--- src/rtl/core/rvx_pkg.sv ---
// ----------------------------------------------------------------------------
// rvx_pkg
// shared types and constants of the rv32i executor
// ----------------------------------------------------------------------------
package rvx_pkg;
    localparam int MEM_BYTES = 65536;
    localparam int MEM_WORDS = MEM_BYTES / 4;
    localparam int MA_W = $clog2(MEM_BYTES);
    localparam int WA_W = $clog2(MEM_WORDS);
    localparam int QDEPTH = 2;

    localparam logic [1:0] ACT_WRITE = 2'd0;
    localparam logic [1:0] ACT_STEP  = 2'd1;
    localparam logic [1:0] ACT_RESET = 2'd2;

    localparam logic [1:0] CAUSE_NONE    = 2'd0;
    localparam logic [1:0] CAUSE_ILLEGAL = 2'd1;
    localparam logic [1:0] CAUSE_CSR     = 2'd2;
    localparam logic [1:0] CAUSE_EBREAK  = 2'd3;

    localparam logic [6:0] OP_LUI = 7'h37, OP_AUIPC = 7'h17, OP_JAL = 7'h6f;
    localparam logic [6:0] OP_JALR = 7'h67, OP_BRANCH = 7'h63, OP_LOAD = 7'h03;
    localparam logic [6:0] OP_STORE = 7'h23, OP_IMM = 7'h13, OP_REG = 7'h33;
    localparam logic [6:0] OP_SYSTEM = 7'h73;
    localparam logic [31:0] EBREAK_ENC = 32'h0010_0073;
    localparam logic [11:0] CSR_MHARTID = 12'hf14;
    localparam logic [31:0] REG_RESET = 32'hf0f0_f0f0;
    localparam logic [7:0] MEM_RESET = 8'ha5;

    typedef struct packed {
        logic [1:0]  action;
        logic [15:0] load_address;
        logic [31:0] load_word;
    } in_item_t;

    typedef struct packed {
        logic [31:0] next_pc;
        logic        halted;
        logic [1:0]  halt_cause;
        logic [31:0] retired_count;
        logic        reg_write_enable;
        logic [4:0]  reg_write_index;
        logic [31:0] reg_write_value;
        logic        store_enable;
        logic [31:0] store_address;
        logic [31:0] store_value;
    } out_item_t;
endpackage

--- src/rtl/core/rvx_front.sv ---
// ----------------------------------------------------------------------------
// rvx_front
// accepts requests and queues them for the back end
// ----------------------------------------------------------------------------
module rvx_front (
    input  logic              clk,
    input  logic              rst_n,
    input  logic              push,
    output logic              full,
    input  rvx_pkg::in_item_t data_in,
    output logic              q_valid,
    input  logic              q_take,
    output rvx_pkg::in_item_t q_data
);
    import rvx_pkg::*;

    in_item_t  mem_reg [QDEPTH];
    logic      wp_reg, wp_next, rp_reg, rp_next;
    logic [1:0] cnt_reg, cnt_next;
    logic      do_push, do_pop;

    assign full    = (cnt_reg == 2'(QDEPTH));
    assign q_valid = (cnt_reg != 2'd0);
    assign q_data  = mem_reg[rp_reg];
    assign do_push = push && !full;
    assign do_pop  = q_take && q_valid;

    always_comb
    begin
        wp_next  = do_push ? ~wp_reg : wp_reg;
        rp_next  = do_pop ? ~rp_reg : rp_reg;
        cnt_next = cnt_reg + {1'b0, do_push} - {1'b0, do_pop};
    end

    always_ff @(posedge clk)
    begin
        if (do_push)
        begin
            mem_reg[wp_reg] <= data_in;
        end
    end

    always_ff @(posedge clk or negedge rst_n)
    begin
        if (!rst_n)
        begin
            wp_reg  <= 1'b0;
            rp_reg  <= 1'b0;
            cnt_reg <= 2'd0;
        end
        else
        begin
            wp_reg  <= wp_next;
            rp_reg  <= rp_next;
            cnt_reg <= cnt_next;
        end
    end
endmodule

--- config.mk ---
export PLATFORM = sky130hd
export DESIGN_NAME = rvx_front
export DESIGN_NICKNAME = d
export VERILOG_FILES = /design/src/rtl/core/rvx_pkg.sv /design/src/rtl/core/rvx_front.sv
export SDC_FILE = /design/constraint.sdc
export NUM_CORES = 1
export LEC_CHECK = 0
export BUFFER_PORTS_ARGS = -buffer_cell sky130_fd_sc_hd__buf_2
export CORE_MARGIN = 2
export CORE_UTILIZATION = 35
export DETAILED_ROUTE_END_ITERATION = 6
export PLACE_DENSITY = 0.58
export SETUP_SLACK_MARGIN = 0.02
export SYNTH_ARGS = -nofsm -noshare
export SYNTH_HDL_FRONTEND = slang
export SYNTH_SLANG_ARGS = --single-unit
export TNS_END_PERCENT = 5
--- constraint.sdc ---
create_clock -name clk -period 4.3 [get_ports clk]
set_input_delay 0.215 -clock clk [delete_from_list [all_inputs] [get_ports clk]]
set_output_delay 0.215 -clock clk [all_outputs]
set_load 0.02 [all_outputs]
Yosys cells after proc, flatten, opt, wreduce, memory -nomap -nowiden
Memory sizes are Yosys's and may differ from the RTL's.
Index checks and enable logic that the tools add are counted.

word-level totals
  register bits after elaboration = 4
  memory bits (writable) = 100
  bits of input ports = 54
  word-level logic and storage cells = 15
  memories kept = 1

memory list
  name     words  width  read ports  clocked after memory_dff  wr ports  RTL line         text
  mem_reg  2      50     1           0                         1         rvx_front.sv:17  in_item_t mem_reg [QDEPTH];

operators by class
  add/subtract/negate cells = 2
  equality and inequality tests = 1
  muxes and demuxes = 2
  bitwise logic cells = 2
  reductions and logical operators = 4

operator list
  operator                                     count
  2-bit by 1-bit adder with 2-bit output       1
  2-bit equality test (second input constant)  1
  1-bit logical AND                            2
  1-bit two-way mux                            2
  1-bit NOT                                    2
  2-bit nonzero test                           1
  2-bit by 1-bit subtractor with 2-bit output  1
  1-bit zero test                              1

Longest topological paths before layout
Gate-level depths: netlist of the first run.

  depth after elaboration = 5
  gate-level depth with buffers = 7

Least setup slack after synthesis of the first run
No wires, ideal clock.

  kind = reg2reg
  start = register cnt_reg[1]
  end = memory mem_reg[0][0] (netlist name), enable pin
  data arrival time = 2.693 ns
  required time = 3.842 ns
  setup slack = 1.150 ns
  stages on the path, launching flop included = 4
  period minus slack after synthesis = 3.150 ns
  cell sequence = dfrtp_1 -> nand2b_1 -> nand2_1 -> nor2_1

between the ends
  longest elaborated chain between the ends = 5

ends and longest elaborated chain
  element                                  RTL line         text
  start: declaration                       rvx_front.sv:19  logic [1:0] cnt_reg, cnt_next;
  start signal: assignment                 rvx_front.sv:55  cnt_reg <= cnt_next;
  2-bit equality test                      rvx_front.sv:22  assign full = (cnt_reg == 2'(QDEPTH));
  1-bit zero test                          rvx_front.sv:25  assign do_push = push && !full;
  1-bit logical AND                        rvx_front.sv:25
  1-bit two-way mux                        rvx_front.sv:37  if (do_push)
  1-bit two-way mux (not written as such)  rvx_front.sv:39  mem_reg[wp_reg] <= data_in;
  end: declaration                         rvx_front.sv:17

Every way passes these cells.

==> results of run 1 <==
-- stage by stage --
stage               power, mW  hold WS, ps
finish                   3.52         65.9
global route             3.69         51.5
CTS                      3.57         53.0
detailed placement       2.80         28.0
global placement         2.78         25.2
floorplan                2.53        -80.6
-- worst max-delay path, delay by kind of cell (launching register included) --
kind	cells	cell delay, ps
buffers and inverters	1	160
DFF	1	1090
muxes	1	420
-- layer usage --
metal,share of wire [%],vias to the layer above,track usage [%],wire length (µm)
met5,0,-,0,0
met4,1.1,0,4.20,73
met3,7.8,4,4.19,516
met2,48,70,16.8,3190
met1,43,926,13.7,2870
li1,-,902,-,-
-- power breakdown --
part	leakage, nW	total (mW)	internal [mW]	switching, mW
Sequential	0.974	1.58	1.39	0.194
Combinational	0.894	1.16	0.576	0.587
Clock	0.135	0.771	0.445	0.325
Total	2.00	3.52	2.41	1.11
-- placed cells by master (no fill, tap or decap) --
master and n:
xor2_1 1, dfrtp_1 3, clkbuf_16 9, buf_4 2
mux2_2 1, clkbuf_1 2, dlygate4sd3_1 1, bufinv_16 1
or2_4 1, xnor2_1 3, ha_1 2, mux2_4 49
inv_1 2, clkinv_1 2, dfrtp_4 1, edfxtp_1 100
and2_4 1, nor2_4 1, nand2_1 1, nand2b_1 1
buf_2 105, and3_2 1, clkinv_4 1
-- how the worst max path moves through the flow --
stage / depth (start not counted) / start / to / slack (ps)
floorplan: 3 / cnt_reg[1]$_DFF_PN0_ / mem_reg[0][0]$_DFFE_PP_ / 1150
global placement: 4 / cnt_reg[1]$_DFF_PN0_ / mem_reg[0][42]$_DFFE_PP_ / 2230
detailed placement: 4 / cnt_reg[0]$_DFF_PN0_ / mem_reg[0][42]$_DFFE_PP_ / 2210
CTS: 2 / rp_reg$_DFFE_PN0P_ / q_data[49] / 2030
global route: 2 / rp_reg$_DFFE_PN0P_ / q_data[49] / 1990
finish: 2 / rp_reg$_DFFE_PN0P_ / q_data[49] / 2070
-- cell families after synthesis --
logic type                 Yosys count  synth area share (%)
and+or+nand+nor                      6                 0.923
buffers and inverters                8                  2.92
xor gates and xnor gates             4                 0.862
muxes                               50                  18.4
adders and majority gates            2                 0.615
DFF                                104                  76.3
-- what timing repair did --
item	CTS	global route
endpoints found under the hold margin	4	0
hold buffers	1	0
gates resized for setup	0	0
-- layout make-up --
| cell class | count | area, µm² |
|---|---|---|
| clock buffers | 11 | 233 |
| flip-flops and latches | 104 | 3110 |
| inverters | 2 | 7.51 |
| repair buffers | 108 | 551 |
| clock inverters | 4 | 46.3 |
| multi-input cells | 62 | 853 |
| fillers | 1022 | 6390 |
| well taps | 143 | 179 |
-- Yosys cell counts (all sizes together) --
cell    number  area [µm²]
and2         1        8.76
dfrtp        4         100
inv          2        7.51
xnor2        3        26.3
buf          6         111
and3         1        6.26
nand2b       1        6.26
or2          1        8.76
nor2         1        3.75
edfxtp     100        3000
xor2         1        8.76
mux2        50         747
ha           2        25.0
nand2        1        3.75
==> qor.yml, run 1 <==
pwr:
  p_leak_nw: 2.00
  peakVddDrop_mv: 0.569
  powerDensity_nw_per_um2: 707
placement:
  placed_cells: 418
  hpwl_mm: 4.27
  place.gp.congestion: 0.670
  placed_area_um2: 4690
  io_buffer_count: 105
  place_ws_ps: 2210
cts:
  cts.sinks: 104
  clk_pin_slew_ps: 60
  clk_latency_ps: 330
  clock_path_buffers: 2
  cts_made_buffers: 9
  cts-root-buf: "clkbuf_16"
  cts_tree: "built"
  h-tree-depth: 3
  post_cts.repair.setup_buffers: 0
timing:
  fin_skew_ps: 5.01
  layout_setup_ws_ps: 2070
  timing.final.crit_share_pct: 51.8
  fin_crit_ps: 2230
  tns_ps: 0
  rsz0062_at_grt: "false"
  slew_headroom_pct: 34.0
  max_freq_mhz: 449
  tightest_slew_ps: 990
  maxSlewViolCount: 0
  setup_viol: 0
  finalHoldViolCount: 0
cells_and_area:
  finalNetCount: 343
  instances_no_fill: 434
  diodes: 0
  syn2layout_area_growth_pct: 22.4
  drive_gt1_share_pct: 59.5
  final_area_um2: 4980
  largest_reg_flops: 100
  post-route-util_pct: 43.8
global_routing:
  grt_usage_pct: 10.8
  globalRoute.totalOverflow: 0
  grt_pass1_vias: 1997
  grt_max_degree: 52
  antenna_found_initial: 0
  grt_pass1_wl_mm: 10.2
job:
  max-cap-violations: 0
drt:
  ant_nets: 0
  routedWlPerCell_um: 15.3
  drc: 0
  via_count: 1902
  wl_mm: 6.65
  drtPass1Iterations: 4
  drt_iter0_drc: 61
  via_per_inst: 4.38
logic_synthesis:
  synth.distinct_cells: 16
  yosysSeqAreaShare_pct: 76.3
  postSynthCellCount: 174
  yosys_warnings: 0
  syn_nets: 230
  avgSynthCellArea_um2: 23.4
  ys_ff_latch: 104
  netlist_area_um2: 4070
run_status:
  status: "finished clean"
critical_path:
  critPathMaxStageDelay_ps: 1090
  critPathMaxFanout: 51
  r2r-start: "cnt_reg[0]$_DFF_PN0_"
  reg2reg_slack_ps: 2250
  rr_worst_depth: 4
  crit_type: "reg -> out"
  critPathArrivalTime_ps: 2010
  worstPathRequired_ps: 4090
  r2r_end: "mem_reg[0][1]$_DFFE_PP_"
  end_kind: "primary output"
  crit_path_start_kind: "register"
  crit_slowest_cell: "dfrtp_4"
  critical_path.cell_chain: "mux2_2 -> buf_2"
hold_path:
  hold_depth: 1
  holdPathEnd: "mem_reg[1][42]$_DFFE_PP_"
  holdCritPathClass: "in -> reg"
  hold_path.startpoint: "data_in[42]"
floorplan:
  io_pins: 106
  die_x_um: 112
  coreArea_um2: 11400
  start_util_pct: 35.8
  die_height_um: 112
  row_count: 39
  die-area_um2: 12500
No activity file was read; power rests on OpenSTA's default activity.
==> inputs of run 2 (changes only) <==
Settings changed: ABC_AREA set to 1.
Clock period 4.3 ns to 2.1 ns, I/O delays scaled along.
==> run 2 against run 1 <==
  * Worst setup slack worse by 1600 ps
  * Clock skew up 5.7 ps
  * Sequential power up 86%
  * Core utilization up 4.6 points
  * Die area down 3.7%
  * Critical endpoint is now q_data[22]
  * First-iteration DRC count up 48%
==> qor.yml, run 2 <==
global_routing:
  antenna_found_initial: 0  # unchanged
  grt_pass1_vias: 2498  # +25%
  grt_max_degree: 52  # unchanged
  grt_usage_pct: 13.0  # +2.2 points
  globalRoute.totalOverflow: 0  # unchanged
  grt_pass1_wl_mm: 11.6  # +14%
floorplan:
  die_height_um: 110  # -1.9%
  coreArea_um2: 10900  # -4.2%
  io_pins: 106  # unchanged
  die-area_um2: 12000  # -3.7%
  die_x_um: 110  # -1.9%
  row_count: 38  # -2.6%
  start_util_pct: 35.9  # +0.15 points
pwr:
  powerDensity_nw_per_um2: 1300  # +84%
  p_leak_nw: 2.30  # +15%
  peakVddDrop_mv: 0.535  # -6.1%
logic_synthesis:
  yosys_warnings: 0  # unchanged
  synth.most_common_cell: "nand2_1"
  ys_ff_latch: 104  # unchanged
  yosysSeqAreaShare_pct: 79.4  # +3.1 points
  synth.area.top_cells: "edfxtp_1 (77%), nand2_1 (16%), dfrtp_1 (2.6%)"
  synthTopCellsByCount: "nand2_1 (163), edfxtp_1 (100), inv_1 (9), buf_4 (5), buf_6 (5)"
  postSynthCellCount: 294  # +69%
  yosys.area.top_type: "edfxtp_1"
  synth_flop_cell: "edfxtp_1"
  synth.distinct_cells: 11  # -5
  avgSynthCellArea_um2: 13.3  # -43%
  synth-edff-count: 100  # unchanged
  synth_top_family_by_area: "simple AND/OR/NAND/NOR gates"
  synth_xor_area_share_pct: 0  # -0.86 points
  syn_nets: 350  # +52%
  muxShareOfSynthArea_pct: 0  # -18 points
  synth-simple-area-share_pct: 16.1  # +15 points
  synthArstFlopShare_pct: 3.85  # unchanged
  synthAdderAreaFrac_pct: 0.640  # +0.025 points
  netlist_area_um2: 3910  # -3.8%
  synth-compound-area-share_pct: 0  # unchanged
  synth.top_cell.area_share_pct: 76.8  # +3.0 points
cells_and_area:
  diodes: 0  # unchanged
  largest_reg_flops: 100  # unchanged
  post-route-util_pct: 48.4  # +4.6 points
  syn2layout_area_growth_pct: 34.7
  finalNetCount: 512  # +49%
  final_common_cell: "nand2_1"
  drive_gt1_share_pct: 27.8  # -32 points
  layout_common_cells: "nand2_1 (163), buf_2 (105), edfxtp_1 (100)"
cts:
  clk_pin_slew_ps: 80  # +20 ps
  clock_path_buffers: 2  # unchanged
  cts_made_buffers: 9  # unchanged
  cts_resized: 0  # unchanged
  clk_latency_ps: 350  # +20 ps
  h-tree-depth: 3  # unchanged
  cts.sinks: 104  # unchanged
  cts-root-buf: "clkbuf_8"
  cts_tree: "built"
critical_path:
  end_kind: "primary output"
  crit_type: "reg -> out"
  critPathArrivalTime_ps: 1510  # -500 ps
  reg2reg_slack_ps: 600  # -1650 ps
  crit_path_start_kind: "register"
  critPathMaxFanout: 51  # unchanged
  worstPathRequired_ps: 2000  # -2090 ps
drt:
  drt_iter0_drc: 90  # +48%
  wl_mm: 7.52  # +13%
  ant_nets: 0  # unchanged
  routedWlPerCell_um: 12.5  # -18%
  drtPass1Iterations: 4  # unchanged
  via_count: 2542  # +34%
  via_per_inst: 4.24  # -3.3%
  drc: 0  # unchanged
timing:
  fin_crit_ps: 1610
  rsz0062_at_grt: "false"
  fin_skew_ps: 10.8  # +5.75 ps
  timing.final.crit_share_pct: 76.9
  tns_ps: 0  # unchanged
  tightest_slew_ps: 445  # -544 ps
  setup_viol: 0  # unchanged
  finalHoldViolCount: 0  # unchanged
  max_freq_mhz: 619
  maxSlewViolCount: 0  # unchanged
  slew_headroom_pct: 70.3  # +36 points
placement:
  io_buffer_count: 105  # unchanged
  hpwl_mm: 4.49  # +5.1%
  place.gp.congestion: 0.711  # +6.2%
job:
  max-cap-violations: 0  # unchanged
hold_path:
  holdCritPathClass: "in -> reg"
run_status:
  status: "finished clean"
[run 2: cell types whose count changed in the layout (fill, tap and decap cells not counted), moves of 2 or more]
cell / before / now
nand3_1: 0 / 3
clkinv_2: 0 / 2
clkinv_1: 2 / 0
buf_4: 2 / 6
clkbuf_16: 9 / 0
dlygate4sd3_1: 1 / 51
inv_1: 2 / 8
clkbuf_8: 0 / 9
xnor2_1: 3 / 0
nand2_1: 1 / 163
mux2_4: 49 / 0
[run 2: stage by stage]
stage	power [mW]	worst slack, ps	area, µm²	hold slack, ps	std cells
6_report	6.86	486	5270	28.9	600
5_1_grt	7.32	340	5270	13.4	600
4_1_cts	6.96	459	5270	9.80	600
3_5_place_dp	5.60	592	4560	-81.3	534
3_3_place_gp	5.56	620	4560	-77.6	534
2_1_floorplan	4.81	147	3920	-191	294
[run 2: cell type report]
class                   count  area (µm²)
clock buffers              11         131
clock inverters             4        70.1
fillers                   962        5620
inverters                  10        42.5
multi-input cells         169         663
flip-flops and latches    104        3100
well taps                 140         175
repair buffers            162        1080
[run 2: cell families (layout without fill, tap and decap cells)]
| family | count (synthesis) | after routing |
|---|---|---|
| DFF | 104 | 104 |
| and+or+nand+nor | 167 | 167 |
| adders and majority gates | 2 | 2 |
| buffers and inverters | 21 | 187 |
[run 2: report_power, final]
| part | switching, mW | leakage (nW) | internal, mW |
|---|---|---|---|
| clock network | 0.622 | 0.103 | 0.663 |
| logic | 1.85 | 1.22 | 0.774 |
| registers | 0.114 | 0.977 | 2.83 |
| total | 2.59 | 2.30 | 4.26 |
[run 2: routing by layer]
layer	share of wire [%]	wire length, µm	track usage, %	up-vias
li1	-	-	-	1298
met4	0.82	62	4.16	0
met2	49	3660	21.9	65
met3	5.3	397	4.27	5
met5	0	0	0	-
met1	45	3400	15.7	1174
[run 2: final timing paths]
| path | startpoint | to | cells past startpoint |
|---|---|---|---|
| max | rp_reg$_DFFE_PN0P_ | q_data[22] | 4 |
| min | q_take | rp_reg$_DFFE_PN0P_ | 3 |
| max reg2reg | cnt_reg[1]$_DFF_PN0_ | mem_reg[1][26]$_DFFE_PP_ | 4 |
| min reg2reg | wp_reg$_DFFE_PN0N_ | wp_reg$_DFFE_PN0N_ | 2 |
| max in group asynchronous | rst_n | rp_reg$_DFFE_PN0P_ | 2 |
| min in group asynchronous | rst_n | cnt_reg[1]$_DFF_PN0_ | 2 |
[run 2: repair_timing]
item,in CTS,in global routing
endpoints found under the hold margin,104,0
hold buffers,51,0
setup buffers,0,0
[run 2: worst max-delay path, cell delays in order, from the launching register on]
cell and delay [ps]:
dfrtp_2 450, inv_6 300, nand2_1 90, nand2_1 100
buf_2 170
==> inputs of run 3 (changes only) <==
Settings changed: ABC_AREA 1 to 0, PLACE_DENSITY 0.58 to 0.6.
Clock period 2.1 ns to 1.35 ns, I/O delays scaled along.
==> run 3 against run 2 <==
  * The run now ends with setup timing left
  * Combinational power is 110% higher
  * Worst setup slack lost 760 ps
  * Non-clock buffer count up 6
  * Power increased by 83%
  * Clock power is 88% higher
  * Sequential power increased by 58%
  * Flip-flop and latch count did not move
  * Global-route usage down 1.7 points
  * Design area rose by 12%
  * Largest cell class unchanged
  * Largest power group is now combinational cells
==> qor.yml, run 3 (same netlist as run 1, synthesis figures left out) <==
run_status:
  status: "finished with violations"
  violations: "setup timing"
cells_and_area:
  layout_common_cells: "edfxtp_1 (100), buf_2 (71), dlygate4sd3_1 (51)"
  drive_gt1_share_pct: 53.8  # +26 points
  final_area_um2: 5900  # +12%
  syn2layout_area_growth_pct: 45.1
  seqCellArea_um2: 3110  # about the same
  diodes: 0  # unchanged
  multiInputGateArea_um2: 900  # +36%
  fill_cells: 951  # -1.1%
  final_common_cell: "edfxtp_1"
  finalNetCount: 403  # -21%
  largest_reg_flops: 100  # unchanged
drt:
  via_per_inst: 4.31  # +1.7%
  ant_nets: 0  # unchanged
  drtPass1Iterations: 4  # unchanged
  drt_iter0_drc: 52  # -42%
  wl_mm: 6.92  # -8.0%
  routedWlPerCell_um: 14.0  # +12%
  via_count: 2129  # -16%
  drc: 0  # unchanged
placement:
  place.gp.congestion: 0.734  # +3.3%
  io_buffer_count: 105  # unchanged
  place_ws_ps: -323  # -915 ps
  placed_area_um2: 4850  # +6.5%
  hpwl_mm: 4.33  # -3.5%
cts:
  clk_latency_ps: 330  # -20 ps
  cts.sinks: 104  # unchanged
  h-tree-depth: 3  # unchanged
  cts-root-buf: "clkbuf_16"
  cts_made_buffers: 9  # unchanged
  cts_tree: "built"
  clk_pin_slew_ps: 60  # -20 ps
  clock_path_buffers: 2  # unchanged
  post_cts.repair.setup_buffers: 0  # unchanged
global_routing:
  grt_pass1_wl_mm: 10.7  # -7.4%
  grt_usage_pct: 11.3  # -1.7 points
  antenna_found_initial: 0  # unchanged
  grt_max_degree: 27  # -48%
  globalRoute.totalOverflow: 0  # unchanged
  grt_pass1_vias: 2201  # -12%
floorplan:
  row_count: 39  # +2.6%
  die-area_um2: 12500  # +3.9%
  io_pins: 106  # unchanged
  die_x_um: 112  # +1.9%
  coreArea_um2: 11400  # +4.4%
  die_height_um: 112  # +1.9%
  start_util_pct: 35.8  # -0.15 points
timing:
  slew_headroom_pct: 88.2  # +18 points
  finalHoldViolCount: 0  # unchanged
  layout_setup_ws_ps: -274  # -759 ps
  tns_ps: -20710  # -20710 ps
  max_freq_mhz: 616
  hold_ws_ps: 56.1  # +27.2 ps
  setup_viol: 153  # +153
  maxSlewViolCount: 0  # unchanged
  rsz0062_at_grt: "true"
  timing.final.crit_share_pct: 120
  tightest_slew_ps: 177  # -268 ps
  fin_skew_ps: 4.35  # -6.41 ps
  fin_crit_ps: 1620
hold_path:
  holdCritPathClass: "in -> async"
critical_path:
  critPathArrivalTime_ps: 1840  # +330 ps
  r2r_end: "cnt_reg[1]$_DFF_PN0_"
  critPathMaxFanout: 2  # -96%
  reg2reg_slack_ps: -270  # -870 ps
  r2r-start: "cnt_reg[1]$_DFF_PN0_"
  crit_type: "reg -> reg"
  rr_worst_depth: 7  # +3
  end_kind: "register"
  worstPathRequired_ps: 1570  # -430 ps
  startpoint: "cnt_reg[1]$_DFF_PN0_"
  crit_path_start_kind: "register"
pwr:
  powerDensity_nw_per_um2: 2120  # +63%
  p_leak_nw: 2.37  # +2.8%
  p_sw_share_pct: 30.3  # -7.4 points
  power_frac_comb_pct: 43.5  # +5.2 points
  power_frac_clock_pct: 19.4  # +0.7 points
  seqPwrFrac_pct: 37.1  # -5.8 points
  peakVddDrop_mv: 1.13  # +110%
  p_int_mw: 8.72  # +100%
  switching_power_mw: 3.80  # +47%
job:
  max-cap-violations: 0  # unchanged
run 3: cell count changes in the layout (fill, tap and decap cells not counted), sizes merged, moves of 3 or more:
cell	before	now
xnor2	0	3
nand2	163	1
mux2	0	50
inv	10	2
buf	111	117
nand3	3	0
run 3: worst max-delay path by stage:
stage,to,slack (ps),depth (start not counted)
after floorplan,mem_reg[0][0]$_DFFE_PP_,-420,3
after global placement,cnt_reg[1]$_DFF_PN0_,-260,7
after detailed placement,cnt_reg[1]$_DFF_PN0_,-320,7
after CTS,q_data[49],-270,3
after global routing,q_data[49],-290,3
final,cnt_reg[1]$_DFF_PN0_,-270,7
run 3: area by class of cell:
cell class	instances	area share, %
Timing Repair Buffer	168	24.2
Multi-Input combinational cell	62	15.2
Inverter	2	0.127
Clock inverter	5	0.827
Tap cell	143	3.03
Sequential cell	104	52.7
Clock buffer	10	3.88
run 3: critical path: stages, from the launching register on:
cell,delay (ps)
dfrtp_1,400
or2_4,240
and2_4,150
ha_4,260
inv_2,40
ha_4,160
xnor2_2,130
xnor2_1,130
run 3: power groups by stage:
stage               combinational (mW)  sequential [mW]  clock, mW
floorplan                         3.42             4.64          0
global route                      5.74             4.71       2.66
global placement                  4.61             4.68          0
detailed placement                4.62             4.71          0
finish                            5.44             4.64       2.43
CTS                               5.22             4.65       2.52
run 3: per-layer routing:
| layer | wire (µm) | vias to the layer above | track usage, % |
|---|---|---|---|
| li1 | - | 1024 | - |
| met1 | 2930 | 1027 | 13.5 |
| met2 | 3480 | 67 | 18.9 |
| met4 | 112 | 0 | 4.94 |
| met3 | 395 | 11 | 3.54 |
| met5 | 0 | - | 0 |
run 3: repair_timing:
| action | in CTS | in global routing |
|---|---|---|
| endpoints found under the setup margin | 153 | 153 |
| pin swaps | 7 | 2 |
| hold buffers | 51 | 0 |
| hold endpoints to repair | 104 | 0 |
| gates resized for setup | 42 | 34 |
run 3: per-stage QoR:
| step | power (mW) | std cells | utilization, % |
|---|---|---|---|
| floorplan | 8.06 | 174 | - |
| global placement | 9.28 | 428 | 42.7 |
| detailed placement | 9.34 | 428 | 42.7 |
| CTS | 12.4 | 494 | 51.0 |
| global route | 13.1 | 494 | 51.9 |
| finish | 12.5 | 494 | 51.9 |
